### config.mk
export PLATFORM = sky130hd
export DESIGN_NAME = ready_fifo_sleep_timeout_scheduler_core
export DESIGN_NICKNAME = d
export VERILOG_FILES = /design/src/sv/rfs_pkg.sv /design/src/sv/rfs_cmp.sv /design/src/sv/ready_fifo_sleep_timeout_scheduler_core.sv
export SDC_FILE = /design/constraint.sdc
export NUM_CORES = 2
export LEC_CHECK = 0
export BUFFER_PORTS_ARGS = -buffer_cell sky130_fd_sc_hd__buf_4
export CORE_MARGIN = 8
export CORE_UTILIZATION = 63
export DETAILED_ROUTE_END_ITERATION = 16
export GPL_TIMING_DRIVEN = 1
export MAX_ROUTING_LAYER = met4
export PLACE_DENSITY = 0.81
export SLEW_MARGIN = 40
export SYNTH_ARGS = -nofsm -noshare
export SYNTH_HDL_FRONTEND = slang
export SYNTH_HIERARCHICAL = 1
export SYNTH_SLANG_ARGS = --single-unit
export TNS_END_PERCENT = 30
### constraint.sdc
create_clock -name clk -period 7.7 [get_ports clk]
set_input_delay 0.77 -clock clk [delete_from_list [all_inputs] [get_ports clk]]
set_output_delay 0.77 -clock clk [all_outputs]
set_load 0.05 [all_outputs]
### src/sv/rfs_pkg.sv
// ----------------------------------------------------------------------------
// rfs_pkg
// Shared types and constants for the run-queue / sleep-list scheduler.
// ----------------------------------------------------------------------------
package rfs_pkg;

  localparam int NumSlots = 16;
  localparam int IdW      = 4;
  localparam int CntW     = 5;
  localparam int TimeW    = 64;

  localparam logic [1:0] CMD_READY    = 2'd0;
  localparam logic [1:0] CMD_SLEEP    = 2'd1;
  localparam logic [1:0] CMD_SCHEDULE = 2'd2;
  localparam logic [1:0] CMD_RSVD     = 2'd3;

  localparam logic [1:0] ST_FLOATING = 2'd0;
  localparam logic [1:0] ST_READY    = 2'd1;
  localparam logic [1:0] ST_SLEEPING = 2'd2;

  localparam logic [1:0] STS_OK       = 2'd0;
  localparam logic [1:0] STS_NOT_FLOAT = 2'd1;
  localparam logic [1:0] STS_ZERO_WAIT = 2'd2;

  typedef struct packed {
    logic [IdW-1:0]   dispatch_id;
    logic             dispatch_valid;
    logic [CntW-1:0]  woken_count;
    logic [1:0]       status;
  } result_t;

endpackage

### src/sv/rfs_cmp.sv
// ----------------------------------------------------------------------------
// rfs_cmp
// Shared 64-bit unsigned less-than unit, registered result.
// ----------------------------------------------------------------------------
module rfs_cmp (
  input  logic                      clk,
  input  logic [rfs_pkg::TimeW-1:0] a,
  input  logic [rfs_pkg::TimeW-1:0] b,
  output logic                      lt_r
);

  always_ff @(posedge clk) begin
    lt_r <= (a < b);
  end

endmodule

### src/sv/ready_fifo_sleep_timeout_scheduler_core.sv
// ----------------------------------------------------------------------------
// ready_fifo_sleep_timeout_scheduler_core
// Task scheduler: FIFO run queue plus deadline-sorted sleep list.
//
// Input channel in_*: one command item (ready, sleep, schedule). Output
// channel out_*: one result item per command. The block takes one item at
// a time; in_ready is low from acceptance until the result is taken.
// Steps, accept to result: ready decodes and answers; sleep decodes,
// compares and checks entries until it finds the insertion point, shifts
// the tail up and places the sleeper; schedule decodes, compares and checks
// each sleeper, moves the remaining sleepers down when any woke, then pops
// the run queue. After the result is taken the block returns to idle.
// A single registered 64-bit compare unit, visited once per list entry,
// sets the walk time. Deadlines live in a slot-indexed register array.
// Reset empties both queues and makes every slot floating. If the receiver
// stalls, the result holds on out_* and no new item is taken.
// ----------------------------------------------------------------------------
module ready_fifo_sleep_timeout_scheduler_core (
  input  logic        clk,
  input  logic        rst_n,
  input  logic        in_valid,
  output logic        in_ready,
  input  logic [1:0]  in_command,
  input  logic [3:0]  in_proc_id,
  input  logic [62:0] in_wait_time,
  input  logic [63:0] in_now_time,
  input  logic        in_current_valid,
  input  logic [3:0]  in_current_id,
  output logic        out_valid,
  input  logic        out_ready,
  output logic        out_dispatch_valid,
  output logic [3:0]  out_dispatch_id,
  output logic [4:0]  out_woken_count,
  output logic [1:0]  out_status
);

  localparam int IdW  = rfs_pkg::IdW;
  localparam int CntW = rfs_pkg::CntW;
  localparam int N    = rfs_pkg::NumSlots;

  localparam logic [3:0] S_IDLE = 4'd0;
  localparam logic [3:0] S_DEC  = 4'd1;
  localparam logic [3:0] S_SCMP = 4'd2;
  localparam logic [3:0] S_SCHK = 4'd3;
  localparam logic [3:0] S_SSH  = 4'd4;
  localparam logic [3:0] S_WCMP = 4'd5;
  localparam logic [3:0] S_WCHK = 4'd6;
  localparam logic [3:0] S_WSH  = 4'd7;
  localparam logic [3:0] S_POP  = 4'd8;
  localparam logic [3:0] S_OUT  = 4'd9;

  logic [3:0]             state_r;
  logic [1:0]             cmd_r;
  logic [IdW-1:0]         pid_r;
  logic [62:0]            wait_r;
  logic [63:0]            now_r;
  logic                   curv_r;
  logic [IdW-1:0]         curid_r;
  logic [63:0]            dl_r;
  logic [1:0]             slot_state_r [N];
  logic [63:0]            slot_dl_r [N];
  logic [IdW-1:0]         run_fifo_r [N];
  logic [IdW-1:0]         sleep_r [N];
  logic [IdW-1:0]         run_head_r;
  logic [CntW-1:0]        run_count_r;
  logic [CntW-1:0]        sleep_count_r;
  logic [CntW-1:0]        pos_r;
  logic [CntW-1:0]        sh_r;
  rfs_pkg::result_t       res_r;

  logic [63:0]            cmp_a, cmp_b;
  logic                   lt_r;
  logic [IdW-1:0]         walk_id;
  logic [IdW-1:0]         tail_idx;

  assign walk_id  = sleep_r[pos_r[IdW-1:0]];
  assign tail_idx = run_head_r + run_count_r[IdW-1:0];

  // sleep walk: deadline < entry ; wake walk: entry < now
  always_comb begin
    if (state_r == S_SCMP) begin
      cmp_a = dl_r;
      cmp_b = slot_dl_r[walk_id];
    end else begin
      cmp_a = slot_dl_r[walk_id];
      cmp_b = now_r;
    end
  end

  rfs_cmp u_cmp (.clk(clk), .a(cmp_a), .b(cmp_b), .lt_r(lt_r));

  assign in_ready           = (state_r == S_IDLE);
  assign out_valid          = (state_r == S_OUT);
  assign out_dispatch_valid = res_r.dispatch_valid;
  assign out_dispatch_id    = res_r.dispatch_id;
  assign out_woken_count    = res_r.woken_count;
  assign out_status         = res_r.status;

  always_ff @(posedge clk) begin
    if (!rst_n) begin
      state_r       <= S_IDLE;
      run_head_r    <= '0;
      run_count_r   <= '0;
      sleep_count_r <= '0;
      for (int i = 0; i < N; i++) begin
        slot_state_r[i] <= rfs_pkg::ST_FLOATING;
        slot_dl_r[i]    <= '0;
      end
    end else begin
      case (state_r)
        S_IDLE: begin
          if (in_valid) begin
            cmd_r   <= in_command;
            pid_r   <= in_proc_id;
            wait_r  <= in_wait_time;
            now_r   <= in_now_time;
            curv_r  <= in_current_valid;
            curid_r <= in_current_id;
            dl_r    <= in_now_time + {1'b0, in_wait_time};
            res_r   <= '0;
            pos_r   <= '0;
            state_r <= S_DEC;
          end
        end
        S_DEC: begin
          case (cmd_r)
            rfs_pkg::CMD_READY: begin
              if (slot_state_r[pid_r] != rfs_pkg::ST_FLOATING) begin
                res_r.status <= rfs_pkg::STS_NOT_FLOAT;
              end else begin
                slot_state_r[pid_r] <= rfs_pkg::ST_READY;
                if (run_count_r < CntW'(N)) begin
                  run_fifo_r[tail_idx] <= pid_r;
                  run_count_r          <= run_count_r + 1'b1;
                end
              end
              state_r <= S_OUT;
            end
            rfs_pkg::CMD_SLEEP: begin
              if (slot_state_r[pid_r] != rfs_pkg::ST_FLOATING) begin
                res_r.status <= rfs_pkg::STS_NOT_FLOAT;
                state_r      <= S_OUT;
              end else if (wait_r == '0) begin
                res_r.status <= rfs_pkg::STS_ZERO_WAIT;
                state_r      <= S_OUT;
              end else if (sleep_count_r >= CntW'(N)) begin
                state_r <= S_OUT;
              end else if (sleep_count_r == '0) begin
                state_r <= S_SSH;
                sh_r    <= '0;
              end else begin
                state_r <= S_SCMP;
              end
            end
            rfs_pkg::CMD_SCHEDULE: begin
              if (curv_r) begin
                if (slot_state_r[curid_r] != rfs_pkg::ST_FLOATING) begin
                  res_r.status <= rfs_pkg::STS_NOT_FLOAT;
                end else begin
                  slot_state_r[curid_r] <= rfs_pkg::ST_READY;
                  if (run_count_r < CntW'(N)) begin
                    run_fifo_r[tail_idx] <= curid_r;
                    run_count_r          <= run_count_r + 1'b1;
                  end
                end
              end
              state_r <= (sleep_count_r == '0) ? S_POP : S_WCMP;
            end
            default: state_r <= S_OUT;
          endcase
        end
        S_SCMP: state_r <= S_SCHK;
        S_SCHK: begin
          if (lt_r) begin
            sh_r    <= sleep_count_r;
            state_r <= S_SSH;
          end else if (pos_r + 1'b1 == sleep_count_r) begin
            pos_r   <= pos_r + 1'b1;
            sh_r    <= sleep_count_r;
            state_r <= S_SSH;
          end else begin
            pos_r   <= pos_r + 1'b1;
            state_r <= S_SCMP;
          end
        end
        S_SSH: begin
          // shift tail up one entry per cycle, then place
          if (sh_r > pos_r) begin
            sleep_r[sh_r[IdW-1:0]] <= sleep_r[sh_r[IdW-1:0] - 1'b1];
            sh_r <= sh_r - 1'b1;
          end else begin
            sleep_r[pos_r[IdW-1:0]] <= pid_r;
            sleep_count_r           <= sleep_count_r + 1'b1;
            slot_dl_r[pid_r]        <= dl_r;
            slot_state_r[pid_r]     <= rfs_pkg::ST_SLEEPING;
            state_r                 <= S_OUT;
          end
        end
        S_WCMP: state_r <= S_WCHK;
        S_WCHK: begin
          if (lt_r) begin
            slot_dl_r[walk_id]    <= '0;
            slot_state_r[walk_id] <= rfs_pkg::ST_READY;
            if (run_count_r < CntW'(N)) begin
              run_fifo_r[tail_idx] <= walk_id;
              run_count_r          <= run_count_r + 1'b1;
            end
            pos_r <= pos_r + 1'b1;
            res_r.woken_count <= res_r.woken_count + 1'b1;
            if (pos_r + 1'b1 == sleep_count_r) begin
              sh_r    <= '0;
              state_r <= S_WSH;
            end else begin
              state_r <= S_WCMP;
            end
          end else begin
            sh_r    <= '0;
            state_r <= (pos_r == '0) ? S_POP : S_WSH;
          end
        end
        S_WSH: begin
          // move remaining sleepers down by pos_r, one per cycle
          if (sh_r + pos_r < sleep_count_r) begin
            sleep_r[sh_r[IdW-1:0]] <= sleep_r[IdW'(sh_r + pos_r)];
            sh_r <= sh_r + 1'b1;
          end else begin
            sleep_count_r <= sleep_count_r - pos_r;
            state_r       <= S_POP;
          end
        end
        S_POP: begin
          if (run_count_r != '0) begin
            slot_state_r[run_fifo_r[run_head_r]] <= rfs_pkg::ST_FLOATING;
            res_r.dispatch_valid <= 1'b1;
            res_r.dispatch_id    <= run_fifo_r[run_head_r];
            run_head_r           <= run_head_r + 1'b1;
            run_count_r          <= run_count_r - 1'b1;
          end
          state_r <= S_OUT;
        end
        S_OUT: begin
          if (out_ready) state_r <= S_IDLE;
        end
        default: state_r <= S_IDLE;
      endcase
    end
  end

  a_cnt_run: assert property (@(posedge clk) disable iff (!rst_n)
    run_count_r <= CntW'(N)) else $error("run count overflow");
  a_cnt_sleep: assert property (@(posedge clk) disable iff (!rst_n)
    sleep_count_r <= CntW'(N)) else $error("sleep count overflow");
  a_out_hold: assert property (@(posedge clk) disable iff (!rst_n)
    out_valid && !out_ready |=> out_valid && $stable(res_r)) else $error("result changed");
  a_busy: assert property (@(posedge clk) disable iff (!rst_n)
    in_valid && in_ready |=> !in_ready) else $error("accepted while busy");

endmodule

# Word level (Yosys, flattened, before mapping)
# Memories as Yosys holds them, arrays and structs flattened. A register that Yosys moved wholly into a read port is not among the register bits.
# Cells that the tools add are included.
# W data, S select, Z words.
[op_classes] addsub=13 n_lt_le_gt_ge=5 eq_ne=36 mux=135 n_bitwise=4 reduce_logical=32
[ops] op="$mux W64" n=4
[ops] op="$reduce_or A64 Y1" n=2
[ops] op="$mux W5" n=24
[ops] op="$mux W4" n=26
[ops] op="$add A64 B63 Y64" n=1
[ops] op="$lt A64 B64 Y1" n=1
[ops] op="$logic_not A63 Y1" n=1
[ops] op="$mux W1" n=55
[ops] op="$pmux W4 S10" n=1
[ops] op="$pmux W5 S2" n=4
[ops] op="$pmux W5 S3" n=2
[ops] op="$add A5 B1 Y5 const B" n=5
[ops] op="$pmux W5 S5" n=1
[ops] op="$mux W2" n=11
[ops] op="$ne A2 B2 Y1 const B" n=11
[ops] op="$ne A3 B3 Y1 const B" n=6
[ops] op="$eq A4 B3 Y1 const B" n=4
[ops] op="$mux W12" n=1
[ops] op="$reduce_and A4 Y1" n=3
[ops] op="$reduce_bool A2 Y1" n=6
[ops] op="$reduce_and A11 Y1" n=1
[ops] op="$logic_not A5 Y1" n=2
[ops] op="$reduce_bool A5 Y1" n=2
[ops] op="$sub A5 B1 Y5 const B" n=2
[ops] op="other kinds (35)" n=49
[totals] ff_bits=243 ram_bits=1184 in_bits=142 output_inout_bits=14 mem_count=4
[memory_table] name="slot_dl_r" words=16 word_bits=64 read_ports=1 rd_clocked_by_memory_dff=0 wr=16 line_no="ready_fifo_sleep_timeout_scheduler_core.sv:61" rtl="logic [63:0] slot_dl_r [N];"
[memory_table] name="run_fifo_r" words=16 word_bits=4 read_ports=1 rd_clocked_by_memory_dff=1 wr=1 line_no="ready_fifo_sleep_timeout_scheduler_core.sv:62" rtl="logic [IdW-1:0] run_fifo_r [N];"
[memory_table] name="sleep_r" words=16 word_bits=4 read_ports=3 rd_clocked_by_memory_dff=1 wr=1 line_no="ready_fifo_sleep_timeout_scheduler_core.sv:63" rtl="logic [IdW-1:0] sleep_r [N];"
[memory_table] name="slot_state_r" words=16 word_bits=2 read_ports=2 rd_clocked_by_memory_dff=2 wr=16 line_no="ready_fifo_sleep_timeout_scheduler_core.sv:60" rtl="logic [1:0] slot_state_r [N];"

# Logic depth before layout (Yosys ltp)
[depth] depth_word=12 mapped_depth=24 depth_no_buf=17

# Modules after synthesis
# The synthesis kept the hierarchy.
[by_module_without_submodules] module="ready_fifo_sleep_timeout_scheduler_core" instances=1 cells_each=5283 area_each_um2=66822.8
[by_module_without_submodules] module="rfs_cmp" instances=1 cells_each=228 area_each_um2=1605.3

# Least setup slack after synthesis
# OpenSTA, ideal clock, no wires.
[synth_timing] kind="reg2reg" start="register state_r[3]" end="register cmd_r[0], enable pin" setup_time_ps=555 t_arrival_ps=5417 slack_ps=1728 stages_incl_launch_ff=7 n_path_buf=1 synth_period_minus_slack_ps=5972 cell_sequence="dfxtp_1 -> clkbuf_1 -> nor2_1 -> nand2_1 -> inv_1 -> nand3_1 -> inv_1"
[synth_via] elab_chain_len=2
[synth_rtl] element="from (decl)" line_no="ready_fifo_sleep_timeout_scheduler_core.sv:52" rtl="logic [3:0] state_r;"
[synth_rtl] element="from (signal assigned)" line_no="ready_fifo_sleep_timeout_scheduler_core.sv:167" rtl="state_r <= (sleep_count_r == '0) ? S_POP : S_WCMP;"
[synth_rtl] element="from (signal assigned)" line_no="ready_fifo_sleep_timeout_scheduler_core.sv:218" rtl="state_r <= (pos_r == '0) ? S_POP : S_WSH;"
[synth_rtl] element="$logic_not A4 Y1"
[synth_rtl] element="net in_ready" line_no="ready_fifo_sleep_timeout_scheduler_core.sv:22" rtl="output logic in_ready,"
[synth_rtl] element="$reduce_and A3 Y1 (no line)"
[synth_rtl] element="to (signal assigned)" line_no="ready_fifo_sleep_timeout_scheduler_core.sv:113" rtl="cmd_r <= in_command;"
[synth_rtl] element="to (decl)" line_no="ready_fifo_sleep_timeout_scheduler_core.sv:53" rtl="logic [1:0] cmd_r;"
# The timed path passes the listed nets, and every way through them passes these cells.
# A chain may end at the register's enable or synchronous reset.

==> run summary <==
Status = completed
Drt first pass iters = 7
Minimum clock period = 6560 ps
Count leader, synth = edfxtp_1
Slew Limit Fails = 0
RSZ-0062 raised after global routing = false
Setup CP Type = flip-flop to flip-flop
Largest net degree at the start of global routing = 129
Gr usage total = 33.5%
Synth Register Bits = 1443
CTS tree = done
Final wirelength = 200 mm
First-pass GRT wire length = 294 mm
Final setup vio count = 0
Slew of the pin with the lowest slew margin = 955 ps
CTS Buffer Depth = 3
Hold-fix buffers, CTS = 0
Max Cap Violations = 0
Post-CTS sizing = 0
Post-route ant nets = 0
Hold path startpoint = in_now_time[21]
NumNets Final = 5835
R2r endpoint = u_cmp/lt_r
Leading area contributor after synthesis = edfxtp_1
CTS Buf Count = 145
Die X = 346 um
Number of port buffers = 155
Power Dens Cells = 274 nW/um^2
Area Overhead vs Synth = 10.4%
Yosys top cell area share = 61.8%
Post-place setup slack = 1410 ps
Critical Path AT = 7190 ps
Remaining DRCs = 0
Hold Path Stages = 1
Fin Setup TNS = 0 ps
Root buf cell = clkbuf_16
Skew-Pair Late Insertion Delay = 770 ps
Vias in the first global route = 47593
Fillers = 6909
Postcts setup bufs = 0
EDFF count, synth = 1408
Worst hold endpoint = now_r[21]
LEAKAGE = 27.8 nW
Die height = 346 um
Initial antenna violation count = 8
Clk_skew = 36.2 ps
Post-Synthesis Cells = 5511
Site Rows = 121
Register Area = 43000 sq um
Fin crit share = 85.2%
Synth area leaders = edfxtp_1 (62%), mux4_2 (6.7%), nor2_1 (6.6%), nand2_1 (3.5%), ha_1 (2.9%)
Number of distinct library cells after synthesis = 70
I/O pin count = 156
Clock sinks = 1443
Type of the tightest min-delay check = input port to flip-flop
R2r setup slk = 1140 ps
GP Congestion = 0.958
Length in cells of the worst reg-to-reg path = 15
Top cells by count, synth = edfxtp_1 (1408), nor2_1 (1205), nand2_1 (639)
Worst EP required = 8330 ps
VDD IR-drop max = 0.000202 V
Mean routed wirelength per cell = 28.3 um
DR vias = 48279
Mapped cell area = 68400 sq um
Seq/Total Area, Yosys = 62.8%
Hold slack = 186 ps
Setup ws final = 1140 ps
Critical Path End Type = flip-flop
Synthesized Nets = 5820
Grt ovf = 0
Multi-input logic area = 23800 sq um
Hold Vio Cnt, Final = 0
Core area = 108000 sq um
Primary FF master, synth = edfxtp_1
Initial core utilization = 63.2%
Die area = 119000 sq um
Via-to-Cell Ratio = 6.84
Crit path max fanout = 36
Share of cells above drive strength 1 = 15.4%
YS warnings = 6
Asr flop ratio synth = 0%
Worst-path clk slew = 60 ps
Relative slew slack = 36.4%
Initial DRC count = 7687
Critical path startpoint category = flip-flop
Syn avg cell area = 12.4 sq um
Hpwl dp = 119 mm
Fmax = 153 MHz
H-tree levels = 4
[logic make-up (layout without fill, tap and decap cells)]
group / after synthesis / count (layout) / synth area share (%)
XOR/XNOR: 92 / 92 / 1.18
adder cells (fa/ha/maj): 167 / 167 / 3.12
multiplexers: 485 / 485 / 11.1
AND/OR/NAND/NOR: 2257 / 2257 / 13.6
other: 0 / 9 / 0
AO/OA/AOI/OAI: 563 / 563 / 5.17
flip-flops: 1443 / 1443 / 62.8
buffers and inverters: 504 / 631 / 3.05
[flip-flops by register name, summed over array words and instances, names as in the netlist, 5 cells and up, named ones only]
register         count
dl_r                64
now_r               64
out_woken_count      5
pos_r                5
run_count_r          5
run_fifo_r          64
sh_r                 5
sleep_count_r        5
sleep_r             64
slot_dl_r         1024
slot_state_r        32
wait_r              63
[report_power, final]
group | total, mW | switching (mW) | internal, mW
sequential | 9.16 | 0.196 | 8.96
combinational | 4.74 | 2.98 | 1.76
clock | 6.79 | 3.00 | 3.80
total | 20.7 | 6.17 | 14.5
[cell type report]
class,instances,area share [%]
inverters,117,0.598
well taps,1414,2.34
repair buffers,255,2.74
flip-flops and latches,1443,56.9
clock inverters,70,0.753
diodes,9,0.0298
multi-input cells,3564,31.5
clock buffers,189,5.19
[worst max-delay path by stage]
stage / start / end / slack [ps] / depth (start not counted)
floorplan: state_r[3] / cmd_r[0] / 1730 / 6
global placement: flip-flop / u_cmp/lt_r / 1570 / 17
detailed placement: flip-flop / u_cmp/lt_r / 1410 / 17
CTS: flip-flop / u_cmp/lt_r / 1410 / 17
global route: flip-flop / u_cmp/lt_r / 1030 / 15
finish: flip-flop / u_cmp/lt_r / 1140 / 15
[through the flow]
step,utilization (%),power [mW],instances,cell area [sq um]
global placement,65.5,13.7,6793,70900
finish,69.8,20.7,7061,75600
detailed placement,65.6,13.8,6793,71000
floorplan,-,12.4,5511,68400
global route,69.8,21.3,7059,75500
CTS,69.7,20.5,7052,75500
[layer usage]
| metal | vias to the layer above | track usage, % | part of all wire [%] |
|---|---|---|---|
| li1 | 20081 | - | - |
| met1 | 23354 | 43.1 | 35 |
| met2 | 4077 | 50.0 | 45 |
| met3 | 767 | 8.73 | 15 |
| met4 | 0 | 16.1 | 5.5 |
| met5 | - | - | 0 |
[layout by cell type, fill, tap and decap left out, drive strengths merged, types with 7 or more instances in the layout]
cell type	synthesis	final
o31ai	8	8
clkbuf	258	189
a21oi	172	172
buf	129	255
nand2	639	639
clkinv	0	54
and2	13	13
nor4	20	20
diode	0	9
nand3	206	206
xor2	36	36
a211oi	13	13
inv	117	123
dfxtp	35	35
a32oi	60	60
mux2i	132	132
or3	12	12
nand2b	14	14
xnor2	56	56
o21a	12	12
a21boi	8	8
nor2b	26	26
and3	12	12
a21o	47	47
nor3	31	31
nor2	1205	1205
mux4	205	205
o21ai	133	133
mux2	148	148
nand4	50	50
o21bai	7	7
edfxtp	1408	1408
nand3b	8	8
ha	161	161
a31oi	54	54
[worst max-delay path, stage by stage, from the launching register on]
cell     delay [ps]
dfxtp_1         820
mux4_2          630
mux4_4          980
nor2b_4         810
buf_4           640
a32oi_1         120
nand4_1         120
o21ai_1         200
mux2_2          360
ha_1            310
nand2_1          70
nor3_1          370
nand2_1         330
or3_1           460
a21oi_2         110
nor4_1           50
Note: power is estimated with default switching activity, not from simulation.
